### src/design/jtl_pkg.sv
package jtl_pkg;

	typedef struct packed {
		logic [7:0] char_in;
		logic       end_of_text;
	} in_item_t;

	typedef struct packed {
		logic [3:0] token_kind;
		logic [7:0] data_byte;
		logic       data_valid;
		logic       token_done;
		logic       bool_value;
		logic [1:0] error_code;
		logic       last;
	} out_item_t;

	typedef enum logic [2:0] {
		MODE_IDLE    = 3'd0,
		MODE_STRING  = 3'd1,
		MODE_ESCAPE  = 3'd2,
		MODE_NUMBER  = 3'd3,
		MODE_LITERAL = 3'd4
	} lex_mode_t;

	localparam logic [3:0] KIND_END      = 4'd0;
	localparam logic [3:0] KIND_LBRACE   = 4'd1;
	localparam logic [3:0] KIND_RBRACE   = 4'd2;
	localparam logic [3:0] KIND_LBRACKET = 4'd3;
	localparam logic [3:0] KIND_RBRACKET = 4'd4;
	localparam logic [3:0] KIND_STRING   = 4'd5;
	localparam logic [3:0] KIND_NUMBER   = 4'd6;
	localparam logic [3:0] KIND_BOOLEAN  = 4'd7;
	localparam logic [3:0] KIND_COLON    = 4'd8;
	localparam logic [3:0] KIND_COMMA    = 4'd9;

	localparam logic [1:0] ERR_NONE     = 2'd0;
	localparam logic [1:0] ERR_UNKNOWN  = 2'd1;
	localparam logic [1:0] ERR_LITERAL  = 2'd2;
	localparam logic [1:0] ERR_UNTERM   = 2'd3;

	localparam logic [7:0] CH_LBRACKET  = 8'h5B;
	localparam logic [7:0] CH_RBRACKET  = 8'h5D;
	localparam logic [7:0] CH_LBRACE    = 8'h7B;
	localparam logic [7:0] CH_RBRACE    = 8'h7D;
	localparam logic [7:0] CH_COLON     = 8'h3A;
	localparam logic [7:0] CH_COMMA     = 8'h2C;
	localparam logic [7:0] CH_MINUS     = 8'h2D;
	localparam logic [7:0] CH_T         = 8'h74;
	localparam logic [7:0] CH_F         = 8'h66;
	localparam logic [7:0] CH_QUOTE     = 8'h22;
	localparam logic [7:0] CH_BACKSLASH = 8'h5C;
	localparam logic [7:0] CH_SPACE     = 8'h20;
	localparam logic [7:0] CH_TAB       = 8'h09;
	localparam logic [7:0] CH_CR        = 8'h0D;
	localparam logic [7:0] CH_LF        = 8'h0A;
	localparam logic [7:0] CH_ZERO      = 8'h30;
	localparam logic [7:0] CH_NINE      = 8'h39;

	localparam logic [7:0] WORD_TRUE  [0:3] = '{8'h74, 8'h72, 8'h75, 8'h65};
	localparam logic [7:0] WORD_FALSE [0:4] = '{8'h66, 8'h61, 8'h6C, 8'h73, 8'h65};

	localparam int unsigned FIFO_DEPTH = 4;
	localparam int unsigned PTR_W      = $clog2(FIFO_DEPTH);
	localparam int unsigned CNT_W      = $clog2(FIFO_DEPTH + 1);

	// results produced by one item, in order
	typedef struct packed {
		logic [1:0] count;
		out_item_t  first;
		out_item_t  second;
	} lex_push_t;

	typedef struct packed {
		logic [CNT_W-1:0] count;
		logic             room;
	} fifo_stat_t;

	function automatic out_item_t mk_res(logic [3:0] kind, logic [7:0] data, logic dv,
			logic done, logic bv, logic [1:0] err);
		out_item_t r;
		r.token_kind = kind;
		r.data_byte  = data;
		r.data_valid = dv;
		r.token_done = done;
		r.bool_value = bv;
		r.error_code = err;
		r.last       = 1'b0;
		return r;
	endfunction

endpackage

### src/design/jtl_lexer.sv
module jtl_lexer (
	input  logic              clk,
	input  logic              arst_n,
	input  logic              fire,
	input  jtl_pkg::in_item_t item,
	output jtl_pkg::lex_push_t push
);
	import jtl_pkg::*;

	lex_mode_t  mode_q, mode_d;
	logic [2:0] lit_pos_q, lit_pos_d;
	logic       lit_true_q, lit_true_d;
	logic       err_q, err_d;

	logic [7:0] c;
	logic       eot;
	logic       is_digit;

	// token start from between tokens
	logic       idle_v;
	out_item_t  idle_res;
	lex_mode_t  idle_mode;
	logic       idle_lit;
	logic       idle_lit_true;
	logic       idle_err;

	logic       pre_v, main_v;
	out_item_t  pre_res, main_res;
	logic [2:0] lit_len, lit_pos_inc;
	logic [7:0] want;
	logic       lit_match;

	assign c        = item.char_in;
	assign eot      = item.end_of_text || (c == 8'h00);
	assign is_digit = (c >= CH_ZERO) && (c <= CH_NINE);

	always_comb begin
		idle_v        = 1'b1;
		idle_res      = mk_res(KIND_END, 8'h00, 1'b0, 1'b1, 1'b0, ERR_NONE);
		idle_mode     = MODE_IDLE;
		idle_lit      = 1'b0;
		idle_lit_true = 1'b0;
		idle_err      = 1'b0;
		case (c)
			CH_SPACE, CH_TAB, CH_CR, CH_LF: begin
				idle_v = 1'b0;
			end
			CH_LBRACE:   idle_res.token_kind = KIND_LBRACE;
			CH_RBRACE:   idle_res.token_kind = KIND_RBRACE;
			CH_LBRACKET: idle_res.token_kind = KIND_LBRACKET;
			CH_RBRACKET: idle_res.token_kind = KIND_RBRACKET;
			CH_COLON:    idle_res.token_kind = KIND_COLON;
			CH_COMMA:    idle_res.token_kind = KIND_COMMA;
			CH_QUOTE: begin
				idle_v    = 1'b0;
				idle_mode = MODE_STRING;
			end
			CH_T, CH_F: begin
				idle_v        = 1'b0;
				idle_mode     = MODE_LITERAL;
				idle_lit      = 1'b1;
				idle_lit_true = (c == CH_T);
			end
			default: begin
				if (c == CH_MINUS || is_digit) begin
					idle_mode = MODE_NUMBER;
					idle_res  = mk_res(KIND_NUMBER, c, 1'b1, 1'b0, 1'b0, ERR_NONE);
				end else begin
					idle_res.error_code = ERR_UNKNOWN;
					idle_err            = 1'b1;
				end
			end
		endcase
	end

	assign lit_len     = lit_true_q ? 3'd4 : 3'd5;
	assign lit_pos_inc = lit_pos_q + 3'd1;
	assign want        = lit_true_q ? WORD_TRUE[lit_pos_q[1:0]]
		: WORD_FALSE[(lit_pos_q < 3'd5) ? lit_pos_q : 3'd4];
	assign lit_match   = (lit_pos_q < lit_len) && (c == want);

	always_comb begin
		mode_d     = mode_q;
		lit_pos_d  = lit_pos_q;
		lit_true_d = lit_true_q;
		err_d      = err_q;
		pre_v      = 1'b0;
		pre_res    = mk_res(KIND_NUMBER, 8'h00, 1'b0, 1'b1, 1'b0, ERR_NONE);
		main_v     = 1'b0;
		main_res   = idle_res;
		if (eot) begin
			if (!err_q) begin
				case (mode_q)
					MODE_NUMBER: pre_v = 1'b1;
					MODE_STRING, MODE_ESCAPE: begin
						pre_v   = 1'b1;
						pre_res = mk_res(KIND_STRING, 8'h00, 1'b0, 1'b1, 1'b0, ERR_UNTERM);
					end
					MODE_LITERAL: begin
						pre_v   = 1'b1;
						pre_res = mk_res(KIND_BOOLEAN, 8'h00, 1'b0, 1'b1, 1'b0, ERR_UNTERM);
					end
					default: pre_v = 1'b0;
				endcase
			end
			main_v     = 1'b1;
			main_res   = mk_res(KIND_END, 8'h00, 1'b0, 1'b1, 1'b0, ERR_NONE);
			mode_d     = MODE_IDLE;
			lit_pos_d  = 3'd0;
			lit_true_d = 1'b0;
			err_d      = 1'b0;
		end else if (!err_q) begin
			case (mode_q)
				MODE_STRING: begin
					if (c == CH_QUOTE) begin
						mode_d   = MODE_IDLE;
						main_v   = 1'b1;
						main_res = mk_res(KIND_STRING, 8'h00, 1'b0, 1'b1, 1'b0, ERR_NONE);
					end else if (c == CH_BACKSLASH) begin
						mode_d = MODE_ESCAPE;
					end else begin
						main_v   = 1'b1;
						main_res = mk_res(KIND_STRING, c, 1'b1, 1'b0, 1'b0, ERR_NONE);
					end
				end
				MODE_ESCAPE: begin
					mode_d   = MODE_STRING;
					main_v   = 1'b1;
					main_res = mk_res(KIND_STRING, c, 1'b1, 1'b0, 1'b0, ERR_NONE);
				end
				MODE_NUMBER: begin
					if (is_digit) begin
						main_v   = 1'b1;
						main_res = mk_res(KIND_NUMBER, c, 1'b1, 1'b0, 1'b0, ERR_NONE);
					end else begin
						// close the number, then lex this byte as a new token
						pre_v  = 1'b1;
						main_v = idle_v;
						mode_d = idle_mode;
						err_d  = idle_err;
						if (idle_lit) begin
							lit_pos_d  = 3'd1;
							lit_true_d = idle_lit_true;
						end
					end
				end
				MODE_LITERAL: begin
					main_v = 1'b0;
					if (lit_match) begin
						lit_pos_d = lit_pos_inc;
						if (lit_pos_inc == lit_len) begin
							main_v     = 1'b1;
							main_res   = mk_res(KIND_BOOLEAN, 8'h00, 1'b0, 1'b1,
								lit_true_q, ERR_NONE);
							mode_d     = MODE_IDLE;
							lit_pos_d  = 3'd0;
							lit_true_d = 1'b0;
						end
					end else begin
						main_v     = 1'b1;
						main_res   = mk_res(KIND_BOOLEAN, 8'h00, 1'b0, 1'b1, 1'b0, ERR_LITERAL);
						err_d      = 1'b1;
						mode_d     = MODE_IDLE;
						lit_pos_d  = 3'd0;
						lit_true_d = 1'b0;
					end
				end
				default: begin
					main_v = idle_v;
					mode_d = idle_mode;
					err_d  = idle_err;
					if (idle_lit) begin
						lit_pos_d  = 3'd1;
						lit_true_d = idle_lit_true;
					end
				end
			endcase
		end
	end

	// pack results in order and flag the final one
	always_comb begin
		push.count  = {1'b0, pre_v} + {1'b0, main_v};
		push.first  = pre_v ? pre_res : main_res;
		push.second = main_res;
		if (!fire) begin
			push.count = 2'd0;
		end
		if (pre_v && main_v) begin
			push.second.last = 1'b1;
		end else begin
			push.first.last = 1'b1;
		end
	end

	always_ff @(posedge clk or negedge arst_n) begin
		if (!arst_n) begin
			mode_q     <= MODE_IDLE;
			lit_pos_q  <= 3'd0;
			lit_true_q <= 1'b0;
			err_q      <= 1'b0;
		end else if (fire) begin
			mode_q     <= mode_d;
			lit_pos_q  <= lit_pos_d;
			lit_true_q <= lit_true_d;
			err_q      <= err_d;
		end
	end

endmodule

### src/design/jtl_res_fifo.sv
module jtl_res_fifo (
	input  logic                clk,
	input  logic                arst_n,
	input  jtl_pkg::lex_push_t  push,
	output logic                out_valid,
	input  logic                out_ready,
	output jtl_pkg::out_item_t  out_data,
	output jtl_pkg::fifo_stat_t stat
);
	import jtl_pkg::*;

	out_item_t        mem_q [FIFO_DEPTH];
	logic [PTR_W-1:0] wr_q, rd_q;
	logic [CNT_W-1:0] cnt_q;
	logic             pop;
	logic [PTR_W-1:0] wr_next;

	assign out_valid = (cnt_q != '0);
	assign out_data  = mem_q[rd_q];
	assign pop       = out_valid && out_ready;
	assign wr_next   = wr_q + PTR_W'(1);

	// room for a full pair of results, decided from registered count only
	assign stat.count = cnt_q;
	assign stat.room  = (cnt_q <= CNT_W'(FIFO_DEPTH - 2));

	always_ff @(posedge clk) begin
		if (push.count != 2'd0) begin
			mem_q[wr_q] <= push.first;
		end
		if (push.count == 2'd2) begin
			mem_q[wr_next] <= push.second;
		end
	end

	always_ff @(posedge clk or negedge arst_n) begin
		if (!arst_n) begin
			wr_q  <= '0;
			rd_q  <= '0;
			cnt_q <= '0;
		end else begin
			wr_q  <= wr_q + PTR_W'(push.count);
			cnt_q <= cnt_q + CNT_W'(push.count) - CNT_W'(pop);
			if (pop) begin
				rd_q <= rd_q + PTR_W'(1);
			end
		end
	end

endmodule

### src/design/json_token_lexer_core.sv
// Channel  | Handshake           | Payload
// ---------+---------------------+-------------------------------------------
// input    | in_valid / in_ready | in_data  (char_in, end_of_text)
// output   | out_valid/out_ready | out_data (token_kind .. last)
//
// One byte per cycle while the queue has room: a transfer lands in the input
// register, the lexer classifies it there and writes 0, 1 or 2 results into a
// 4-entry result queue. Items giving two results take two output transfers.
// A result passes the input register and then the result queue before output.
// The input register advances only while the queue has room for two results.
// Reset returns the lexer to between tokens with no error and empties the queue.
module json_token_lexer_core (
	input  logic               clk,
	input  logic               arst_n,
	input  logic               in_valid,
	output logic               in_ready,
	input  jtl_pkg::in_item_t  in_data,
	output logic               out_valid,
	input  logic               out_ready,
	output jtl_pkg::out_item_t out_data
);
	import jtl_pkg::*;

	logic       valid_s1;
	in_item_t   item_s1;
	logic       adv;
	lex_push_t  push;
	fifo_stat_t stat;

	assign adv      = valid_s1 && stat.room;
	assign in_ready = !valid_s1 || adv;

	always_ff @(posedge clk or negedge arst_n) begin
		if (!arst_n) begin
			valid_s1 <= 1'b0;
		end else if (in_ready) begin
			valid_s1 <= in_valid;
		end
	end

	always_ff @(posedge clk) begin
		if (in_valid && in_ready) begin
			item_s1 <= in_data;
		end
	end

	jtl_lexer u_lexer (
		.clk    (clk),
		.arst_n (arst_n),
		.fire   (adv),
		.item   (item_s1),
		.push   (push)
	);

	jtl_res_fifo u_fifo (
		.clk       (clk),
		.arst_n    (arst_n),
		.push      (push),
		.out_valid (out_valid),
		.out_ready (out_ready),
		.out_data  (out_data),
		.stat      (stat)
	);

	a_no_overflow: assert property (@(posedge clk) disable iff (!arst_n)
		stat.count <= CNT_W'(FIFO_DEPTH))
		else $error("result queue overflow");

	a_eot_gives_result: assert property (@(posedge clk) disable iff (!arst_n)
		(adv && (item_s1.end_of_text || item_s1.char_in == 8'h00)) |-> (push.count != 2'd0))
		else $error("end of text produced no result");

	a_no_push_idle: assert property (@(posedge clk) disable iff (!arst_n)
		!adv |-> (push.count == 2'd0))
		else $error("results pushed without an item");

endmodule
### config.mk
export PLATFORM = sky130hd
export DESIGN_NAME = json_token_lexer_core
export DESIGN_NICKNAME = d
export VERILOG_FILES = /design/src/design/jtl_pkg.sv /design/src/design/jtl_lexer.sv /design/src/design/jtl_res_fifo.sv /design/src/design/json_token_lexer_core.sv
export SDC_FILE = /design/constraint.sdc
export NUM_CORES = 1
export LEC_CHECK = 0
export BUFFER_PORTS_ARGS = -buffer_cell sky130_fd_sc_hd__buf_2
export CAP_MARGIN = 20
export CORE_MARGIN = 2
export CORE_UTILIZATION = 60
export CTS_BUF_LIST = sky130_fd_sc_hd__clkbuf_16
export DETAILED_ROUTE_END_ITERATION = 8
export HOLD_SLACK_MARGIN = 0.02
export PLACE_DENSITY = 0.82
export SYNTH_ARGS = -nofsm -noshare
export SYNTH_HDL_FRONTEND = slang
export SYNTH_SLANG_ARGS = --single-unit
### constraint.sdc
create_clock -name clk -period 8.88 [get_ports clk]
set_input_delay 1.776 -clock clk [delete_from_list [all_inputs] [get_ports clk]]
set_output_delay 1.776 -clock clk [all_outputs]
set_load 0.1 [all_outputs]
==> flow_summary.yaml, run 1 <==
run_status:
  status: "finished, final reports clean"
floorplan:
  initial_core_util_pct: 60.87
  die_area_sq_um: 10030
  ios: 33
  rows: 35
  core-area_sq_um: 9109
  fp.dieW_um: 100.1
  die_h_um: 100.1
clock_network:
  cts_max_path_buffers: 2
  cts_buffers: 9
  cts.clk_slew.worst_paths_ns: 0.07
  cts_root_buf: "clkbuf_16"
  cts_tree: "done"
  cts_resized: 0
  clk_latency_ns: 0.34
  postCtsSetupBuffers: 0
  cts_hold_buf: 0
  htreeDepth: 3
  cts_sinks: 97
sta:
  final.period_utilization_pct: 50.38
  hold_viol: 0
  fin_tns_setup_ns: 0
  final_max_slew_viol_count: 0
  timing.fmax_mhz: 223.5
  worst_slack_ns: 4.406
  slew_headroom_pct: 39.05
  min_period_ns: 4.474
  clock_skew_ns: 0.007762
  rsz0062_at_grt: "false"
  tightest_slew_ns: 0.9142
  setup_viol: 0
critical_path:
  startpoint_type: "flip-flop"
  path_class: "flip-flop to flip-flop"
  crit_required_ns: 8.96
  worst_ep_arrival_time_ns: 4.56
  path_max_fanout: 13
  end_kind: "flip-flop"
  reg2reg_slack_ns: 4.41
global_routing:
  grt_pass1_wl_um: 19420
  met3_usage_pct: 3.900
  busiest_layer: "met2"
  grt_overflow_total: 0
  gr-usage-met1_pct: 33.79
  grt_max_degree: 24
  grt_use_met2_pct: 42.80
  grt.total_usage_pct: 25.11
  grt_antenna_before_repair: 0
  grt_pass1_vias: 3858
placement:
  hpwl_um: 8595
  portBuffers: 32
  gp_congestion: 0.9174
  pre_cts_slack_ns: 4.450
drt:
  drtIter0Drc: 262
  vias: 3967
  wl_per_cell_um: 19.89
  drt_first_pass_iters: 5
  ant_nets: 0
  drc: 0
  viasPerCell: 6.482
  routed_wl_um: 12170
power:
  p_leak_nw: 2.171
  powerDensity_nw_per_um2: 373.1
  ir_worst_vdd_uv: 190.6
flow_run:
  cap_violations: 0
yosys:
  synth_flop_cell: "edfxtp_1"
  synth_warnings: 0
  synth_edf_count: 81
  netlist_area_sq_um: 5544
  synthCells: 474
  ys_async_sr_fraction_pct: 16.49
  synth.distinct_cells: 78
  synth_area_per_cell_sq_um: 11.70
  syn-num-nets: 500
  ys_seq_area_share_pct: 51.09
  synth-seq-cells: 97
min_path:
  hold_class: "flip-flop to flip-flop"
finish:
  num-fill-cells: 682
  fin_nets: 522
  drive_gt1_share_pct: 19.76
  num_antenna_cells: 0
  syn_to_final_growth_pct: 9.479
  layout_commonest_cell: "edfxtp_1"
  mostFrequentLayoutCells: "81 x edfxtp_1, 37 x nand2_1, 32 x buf_2, 31 x and2_1, 29 x nor2_1"
-- report_power, final --
| part | total, W | switching, W | leakage [nW] | internal, W |
|---|---|---|---|---|
| logic | 0.00112 | 0.000808 | 1.08 | 0.000310 |
| clock network | 0.000394 | 0.000172 | 0.147 | 0.000222 |
| registers | 0.000752 | 0.000130 | 0.941 | 0.000622 |
-- cell type report --
| type | instances | area (sq um) | share of cell area [%] |
|---|---|---|---|
| multi-input combinational | 333 | 2524 | 41.58 |
| sequential | 97 | 2833 | 46.67 |
| inverter | 17 | 63.81 | 1.051 |
| clock buffer | 9 | 225.2 | 3.711 |
| timing repair buffer | 38 | 205.2 | 3.381 |
| clock inverter | 7 | 80.08 | 1.319 |
| tap | 111 | 138.9 | 2.288 |
-- through the flow --
step                      cell area, sq um  std cells  hold slack, ns  util [%]  total power (W)
final                                 6070        612          0.4960     66.63         0.002265
after global routing                  6070        612          0.5225     66.63         0.002365
after CTS                             6070        612          0.4980     66.63         0.002265
after detailed placement              5764        596          0.4846     63.28         0.001874
after global placement                5764        596          0.4782     63.28         0.001843
after floorplan                       5544        474          0.4604         -         0.001665
-- flip-flops by register name, summed over array words and instances (netlist names) --
register            cells
u_fifo.wr_q             2
u_fifo.mem_q           72
u_fifo.rd_q             2
item_s1                 9
u_lexer.mode_q          3
valid_s1                1
u_fifo.cnt_q            3
u_lexer.err_q           1
u_lexer.lit_pos_q       3
u_lexer.lit_true_q      1
-- kinds of logic after synthesis --
logic type	share of synthesized area [%]
and+or+nand+nor	21.53
DFF	51.09
AOI/OAI and AO/OA	10.58
buffers and inverters	3.475
muxes	8.350
adders and majority gates	3.069
xor gates and xnor gates	1.896
-- path summary, 6_finish.rpt --
check                           depth (start not counted)            endpoint                 start
worst max-delay path                                   14  u_fifo.mem_q[1][4]  u_lexer.lit_pos_q[2]
worst min-delay path                                    1     u_fifo.cnt_q[2]       u_fifo.cnt_q[2]
worst max register to register                         14  u_fifo.mem_q[1][4]  u_lexer.lit_pos_q[2]
worst min register to register                          1     u_fifo.cnt_q[2]       u_fifo.cnt_q[2]
max in group asynchronous                               1      u_fifo.wr_q[0]                arst_n
min in group asynchronous                               1  u_lexer.lit_true_q                arst_n
-- synthesized netlist by cell type (3+ instances only) --
cell type / instances / area [sq um]
mux4_2: 18 / 405.4
nor2b_1: 9 / 56.30
a31oi_1: 4 / 25.02
nand2b_1: 12 / 75.07
o21ai_1: 11 / 55.05
and2_1: 31 / 193.9
xor2_1: 5 / 43.79
nor2_1: 29 / 108.9
nand4_1: 3 / 18.77
buf_2: 7 / 35.03
o221ai_1: 3 / 26.28
o21ai_0: 10 / 50.05
nand2_1: 37 / 138.9
o31ai_1: 5 / 37.54
nand3b_1: 4 / 30.03
nor3_1: 13 / 65.06
a21oi_1: 18 / 90.09
inv_1: 15 / 56.30
nor4bb_1: 6 / 60.06
xnor2_1: 7 / 61.31
nor2_2: 3 / 18.77
a21o_1: 3 / 22.52
nor3b_1: 4 / 30.03
nand3_1: 11 / 55.05
and3_1: 3 / 18.77
ha_1: 12 / 150.1
edfxtp_1: 81 / 2432
dfrtp_1: 16 / 400.4
nor4_1: 7 / 43.79
a211oi_1: 4 / 30.03
nor4b_1: 5 / 43.79
or2_2: 3 / 18.77
clkbuf_1: 17 / 63.81
-- per-layer routing --
metal	part of all wire, %	wire, um
met1	42	5144
met2	50	6028
met3	6.7	814
met4	1.5	185
met5	0	0
-- worst max-delay path, stage by stage, from the launching register on --
cell and delay, ns:
dfrtp_1 0.50, nand2b_1 0.22, ha_1 0.31, nor4bb_1 0.27, a211oi_1 0.10, or3_4 0.35
nor3_2 0.30, nor2_1 0.10, a21o_1 0.21, ha_1 0.34, nor2b_1 0.31, or4b_2 0.69
and2_1 0.25, nor2_2 0.19, inv_1 0.08
Note: power is estimated with default switching activity, not from simulation.
==> run 2: changes to the inputs <==
Settings changed: ABC_AREA from default to 1.
Clock period 8.88 ns to 4.4 ns, I/O delays scaled along.
==> run 2 against run 1 <==
Against the previous run:
- flip-flop and latch count unchanged
- sequential share of layout area up 2.1 points
- worst hold slack worse by 0.052 ns
- first-iteration DRC count up 23%
- global-route usage up 1.4 points
- synthesized cell count up 26%
- highest routed layer unchanged
- final area down 4.4%
- clock skew about the same
- die area down 5.3%
- fmax up 15%
- wire length down 1.8%
==> flow_summary.yaml, run 2 <==
global_routing:
  grt_max_degree: 39
  grt.total_usage_pct: 26.52
  grt_antenna_before_repair: 0
  grt_overflow_total: 0
  grt_pass1_wl_um: 20130
  grt_pass1_vias: 4227
critical_path:
  path_class: "flip-flop to flip-flop"
  path_max_fanout: 7
  end_kind: "flip-flop"
  startpoint_type: "flip-flop"
  cpMostUsedCell: "inv_1"
  path_buf_inv: 6
  cp_slowest_cell: "dfrtp_1"
  max_stage_delay_ns: 0.47
  critPathTopFamily: "adder cells"
  crit_required_ns: 4.67
  worst_ep_arrival_time_ns: 4.16
  worstPathCellList: "inv_1, nor2_1, inv_1, ha_1, nand2_1, nand2_1, nand3_1, nand2_1, nand3_1, nor2_1, nand3_1, nand3_1, nand3_1, ha_1, inv_1, nor2_1, inv_1, ha_1, inv_1, ha_1, inv_1, fa_1, xnor2_1, xor2_1"
yosys:
  synth_most_common_cell: "nand2_1"
  synth_edf_count: 81
  synthCells: 595
  yosysTopAreaCell: "edfxtp_1"
  synth-seq-cells: 97
  synth_area_leaders: "edfxtp_1 46%, nand2_1 9.1%, dfrtp_1 7.6%, nor2_1 7.1%, o21ai_0 4.9%"
  synth.distinct_cells: 39
  synth_warnings: 0
  ys_seq_area_share_pct: 54.07
  ys_async_sr_fraction_pct: 16.49
  synth_flop_cell: "edfxtp_1"
  synth_area_per_cell_sq_um: 8.805
  synth.top_cell.area_share_pct: 46.43
  synth.cells.most_frequent: "127 x nand2_1, 99 x nor2_1, 81 x edfxtp_1, 57 x inv_1, 51 x o21ai_0"
  netlist_area_sq_um: 5239
  syn-num-nets: 621
sta:
  slew_headroom_pct: 36.46
  min_period_ns: 3.893
  hold_viol: 0
  fin_tns_setup_ns: 0
  rsz0062_at_grt: "false"
  tightest_slew_ns: 0.9531
  final.period_utilization_pct: 88.48
  timing.fmax_mhz: 256.9
  clock_skew_ns: 0.008161
  final_max_slew_viol_count: 0
  setup_viol: 0
finish:
  seqCellArea_sq_um: 2833
  drive_gt1_share_pct: 14.35
  largestRegisters: "u_fifo.mem_q x72, item_s1 x9"
  largest_reg_flops: 72
  top_register: "u_fifo.mem_q"
  syn_to_final_growth_pct: 10.77
  mostFrequentLayoutCells: "127 x nand2_1, 99 x nor2_1, 81 x edfxtp_1, 57 x inv_1, 47 x o21ai_0"
  num_antenna_cells: 0
  layout_commonest_cell: "nand2_1"
  multi_input_area_sq_um: 2069
  num-fill-cells: 644
  fin_nets: 655
clock_network:
  cts_buffers: 9
  cts_max_path_buffers: 2
  clk_latency_ns: 0.35
  cts.clk_slew.worst_paths_ns: 0.07
  cts_sinks: 97
  cts_root_buf: "clkbuf_16"
  cts_hold_buf: 0
  cts_resized: 0
  htreeDepth: 3
  postCtsSetupBuffers: 0
  cts_tree: "done"
placement:
  hpwl_um: 8281
  portBuffers: 32
  gp_congestion: 0.9393
drt:
  vias: 4309
  drt_first_pass_iters: 5
  drc: 0
  routed_wl_um: 11950
  viasPerCell: 5.807
  wl_per_cell_um: 16.10
  drtIter0Drc: 321
  ant_nets: 0
floorplan:
  die_area_sq_um: 9495
  initial_core_util_pct: 60.96
  ios: 33
  core-area_sq_um: 8593
  rows: 34
  die_h_um: 97.44
  fp.dieW_um: 97.44
run_status:
  status: "finished, final reports clean"
min_path:
  hold_class: "input pin to asynchronous set/reset pin"
flow_run:
  cap_violations: 0
==> run 2: layer usage <==
| metal | GRT usage, % | share of wire (%) | vias up |
|---|---|---|---|
| li1 | - | - | 2067 |
| met1 | 35.26 | 40 | 1980 |
| met2 | 43.18 | 49 | 225 |
| met3 | 4.173 | 7.5 | 37 |
| met4 | 12.07 | 3.3 | 0 |
| met5 | 0 | 0 | - |
==> run 2: worst reg2reg max path, delay by kind of cell (launching register included) <==
family | cells | cell delay, ns
fa+ha+maj | 5 | 1.43
simple gates | 11 | 1.16
flops | 1 | 0.47
buf+inv | 6 | 0.40
xor+xnor | 2 | 0.37
==> run 2: layout make-up <==
class,instances,share of cell area (%)
timing repair buffer,38,3.536
clock inverter,7,1.186
clock buffer,9,3.881
multi-input combinational,412,35.66
sequential,97,48.81
inverter,71,4.593
tap,108,2.329
==> run 2: path summary, 6_finish.rpt <==
path,startpoint,endpoint,slack [ns],depth (start not counted)
worst min-delay path,arst_n,u_fifo.cnt_q[0],0.44,1
worst min register to register,u_fifo.cnt_q[2],u_fifo.cnt_q[2],0.50,1
max in group asynchronous,arst_n,u_fifo.cnt_q[1],3.68,1
worst max register to register,u_lexer.lit_pos_q[0],u_fifo.cnt_q[2],0.51,24
min in group clk,u_fifo.cnt_q[2],u_fifo.cnt_q[2],0.50,1
worst max-delay path,u_lexer.lit_pos_q[0],u_fifo.cnt_q[2],0.51,24
==> run 2: cell families (layout without fill, tap and decap cells) <==
| kind of cell | Yosys count | in the layout | share of synthesized area, % |
|---|---|---|---|
| and+or+nand+nor | 304 | 304 | 25.36 |
| DFF | 97 | 97 | 54.07 |
| AOI/OAI and AO/OA | 88 | 88 | 9.721 |
| buffers and inverters | 86 | 125 | 6.425 |
| adders and majority gates | 13 | 13 | 3.248 |
| xor gates and xnor gates | 7 | 7 | 1.170 |
==> run 2: metrics by stage <==
stage,std cells,util (%),area (sq um),worst slack [ns],hold WS [ns]
after global placement,726,64.11,5509,0.7566,0.4841
after floorplan,595,-,5239,0.5452,0.4647
after global routing,742,67.53,5803,0.1792,0.4772
after detailed placement,726,64.11,5509,0.5314,0.4858
final,742,67.53,5803,0.5071,0.4443
after CTS,742,67.53,5803,0.5115,0.4582
Power of run 2 is left out: the tool's default activity adds up to more than one toggle a clock period on the data nets, which glitch-free logic cannot reach.
==> run 3: changes to the inputs <==
Settings changed: ABC_AREA 1 to default, CORE_UTILIZATION 60 to 40, PLACE_DENSITY 0.82 to 0.59.
==> run 3 against run 2 <==
Against the previous run:
- flip-flop and latch count did not move
- clock skew barely moved
- die area rose by 56%
- setup slack got worse by 0.24 ns
- wire length rose by 6.3%
- critical path depth fell by 9
==> flow_summary.yaml, run 3 (same netlist as run 1, synthesis figures left out) <==
finish:
  mostFrequentLayoutCells: "81 x edfxtp_1, 37 x nand2_1, 32 x buf_2, 31 x and2_1, 29 x nor2_1"
  layout_commonest_cell: "edfxtp_1"
  largestRegisters: "u_fifo.mem_q x72, item_s1 x9"
  postLayoutCoreUtil_pct: 45.87
  syn_to_final_growth_pct: 13.52
  top_register: "u_fifo.mem_q"
  num-fill-cells: 1276
  seqCellArea_sq_um: 2834
  num_antenna_cells: 0
  fin_nets: 535
  largest_reg_flops: 72
  multi_input_area_sq_um: 2532
  drive_gt1_share_pct: 21.79
critical_path:
  path_buf_inv: 1
  path_class: "flip-flop to flip-flop"
  crit_required_ns: 4.47
  worst_ep_arrival_time_ns: 4.20
  cpMostUsedCell: "nor2_1"
  startpoint_type: "flip-flop"
  critPathTopFamily: "simple AND/OR/NAND/NOR gates"
  cp_num_cells: 15
  end_kind: "flip-flop"
  max_stage_delay_ns: 0.66
  startpoint: "u_lexer.lit_pos_q[1]"
  r2r-start: "u_lexer.lit_pos_q[1]"
  path_max_fanout: 6
  reg2reg_slack_ns: 0.26
  worstPathCellList: "inv_1, nor2_1, ha_1, or3b_2, a211oi_1, or3_4, nor3_4, nor2_1, a21o_1, ha_2, nor2b_1, or4b_2, and2_1, nand2_1, o21ai_0"
  reg2regPathDepth: 15
  cp_slowest_cell: "or4b_2"
placement:
  hpwl_um: 9216
  gp_congestion: 0.8601
  portBuffers: 32
sta:
  min_period_ns: 4.137
  slew_headroom_pct: 37.30
  fin_tns_setup_ns: 0
  timing.fmax_mhz: 241.7
  final.period_utilization_pct: 94.03
  tightest_slew_ns: 0.9405
  clock_skew_ns: 0.008360
  final_max_slew_viol_count: 0
  setup_viol: 0
  hold_viol: 0
  rsz0062_at_grt: "false"
min_path:
  hold_class: "input pin to asynchronous set/reset pin"
flow_run:
  cap_violations: 0
drt:
  wl_per_cell_um: 18.30
  drtIter0Drc: 353
  drt_first_pass_iters: 4
  viasPerCell: 5.605
  vias: 3890
  drc: 0
  ant_nets: 0
  routed_wl_um: 12700
power:
  p_leak_nw: 2.254
  ir_worst_vdd_uv: 262.2
  powerDensity_nw_per_um2: 742.4
clock_network:
  cts_root_buf: "clkbuf_16"
  cts_max_path_buffers: 2
  cts_hold_buf: 0
  cts_buffers: 9
  clk_latency_ns: 0.35
  cts.clk_slew.worst_paths_ns: 0.07
  htreeDepth: 3
  cts_resized: 0
  postCtsSetupBuffers: 0
  cts_tree: "done"
  cts_sinks: 97
global_routing:
  gr-usage-met1_pct: 25.21
  busiest_layer: "met2"
  grt.total_usage_pct: 18.66
  grt_pass1_vias: 3923
  grt_overflow_total: 0
  grt_pass1_wl_um: 20980
  grt_use_met2_pct: 29.60
  grt_max_degree: 23
  grt_antenna_before_repair: 0
  met3_usage_pct: 4.120
floorplan:
  ios: 33
  core-area_sq_um: 13720
  rows: 43
  fp.dieW_um: 121.7
  die_area_sq_um: 14820
  die_h_um: 121.7
  initial_core_util_pct: 40.41
run_status:
  status: "finished, final reports clean"
==> run 3: cell types whose count changed in the layout (fill, tap and decap cells not counted), sizes merged, moves of 7 or more <==
cell,change
nand2,-92
nor2,-75
inv,-55
o21ai,-36
nand3,-34
and2,+31
mux4,+18
o22ai,-17
a21oi,+16
buf,+13
nand2b,+12
nor2b,+9
nor3,+7
==> run 3: layout make-up <==
| class | count | share of cell area, % |
|---|---|---|
| tap | 180 | 3.579 |
| timing repair buffer | 51 | 4.811 |
| clock inverter | 7 | 1.750 |
| inverter | 17 | 1.014 |
| sequential | 97 | 45.03 |
| multi-input combinational | 333 | 40.24 |
| clock buffer | 9 | 3.579 |
==> run 3: routing by layer <==
metal | part of all wire, % | wire (um)
met5 | 0 | 0
met4 | 2.4 | 303
met3 | 4.5 | 566
met2 | 47 | 6019
met1 | 46 | 5809
==> run 3: final timing paths <==
check | end
setup / recovery | u_fifo.mem_q[1][1]
hold / removal | u_fifo.cnt_q[0]
setup reg to reg | u_fifo.mem_q[1][1]
hold reg to reg | u_fifo.cnt_q[2]
max in group asynchronous | u_lexer.lit_pos_q[0]
min in group clk | u_fifo.cnt_q[2]
==> run 3: where the power goes <==
| part | internal (W) | switching [W] | leakage, nW | total [W] |
|---|---|---|---|---|
| combinational | 0.000653 | 0.00171 | 1.15 | 0.00236 |
| clock | 0.000551 | 0.000325 | 0.170 | 0.000877 |
| sequential | 0.00126 | 0.000174 | 0.939 | 0.00143 |
| total | 0.00246 | 0.00221 | 2.25 | 0.00467 |
==> run 3: worst register-to-register path: stages, from the launching register on <==
cell and delay (ns):
dfrtp_1 0.44, inv_1 0.12, nor2_1 0.07, ha_1 0.30, or3b_2 0.45, a211oi_1 0.30, or3_4 0.21, nor3_4 0.05
nor2_1 0.19, a21o_1 0.17, ha_2 0.29, nor2b_1 0.14, or4b_2 0.66, and2_1 0.25, nand2_1 0.12, o21ai_0 0.10
==> run 3: stage by stage <==
stage | worst slack [ns] | std cells | instance area [sq um] | hold slack [ns] | power, W
after global routing | 0.005499 | 694 | 6294 | 0.4708 | 0.004928
after floorplan | 0.2490 | 474 | 5549 | 0.4604 | 0.003364
final | 0.2626 | 694 | 6294 | 0.4597 | 0.004673
after detailed placement | 0.2435 | 678 | 5948 | 0.4893 | 0.003828
after CTS | 0.2112 | 694 | 6284 | 0.4578 | 0.004708
after global placement | 0.4187 | 678 | 5948 | 0.4758 | 0.003784
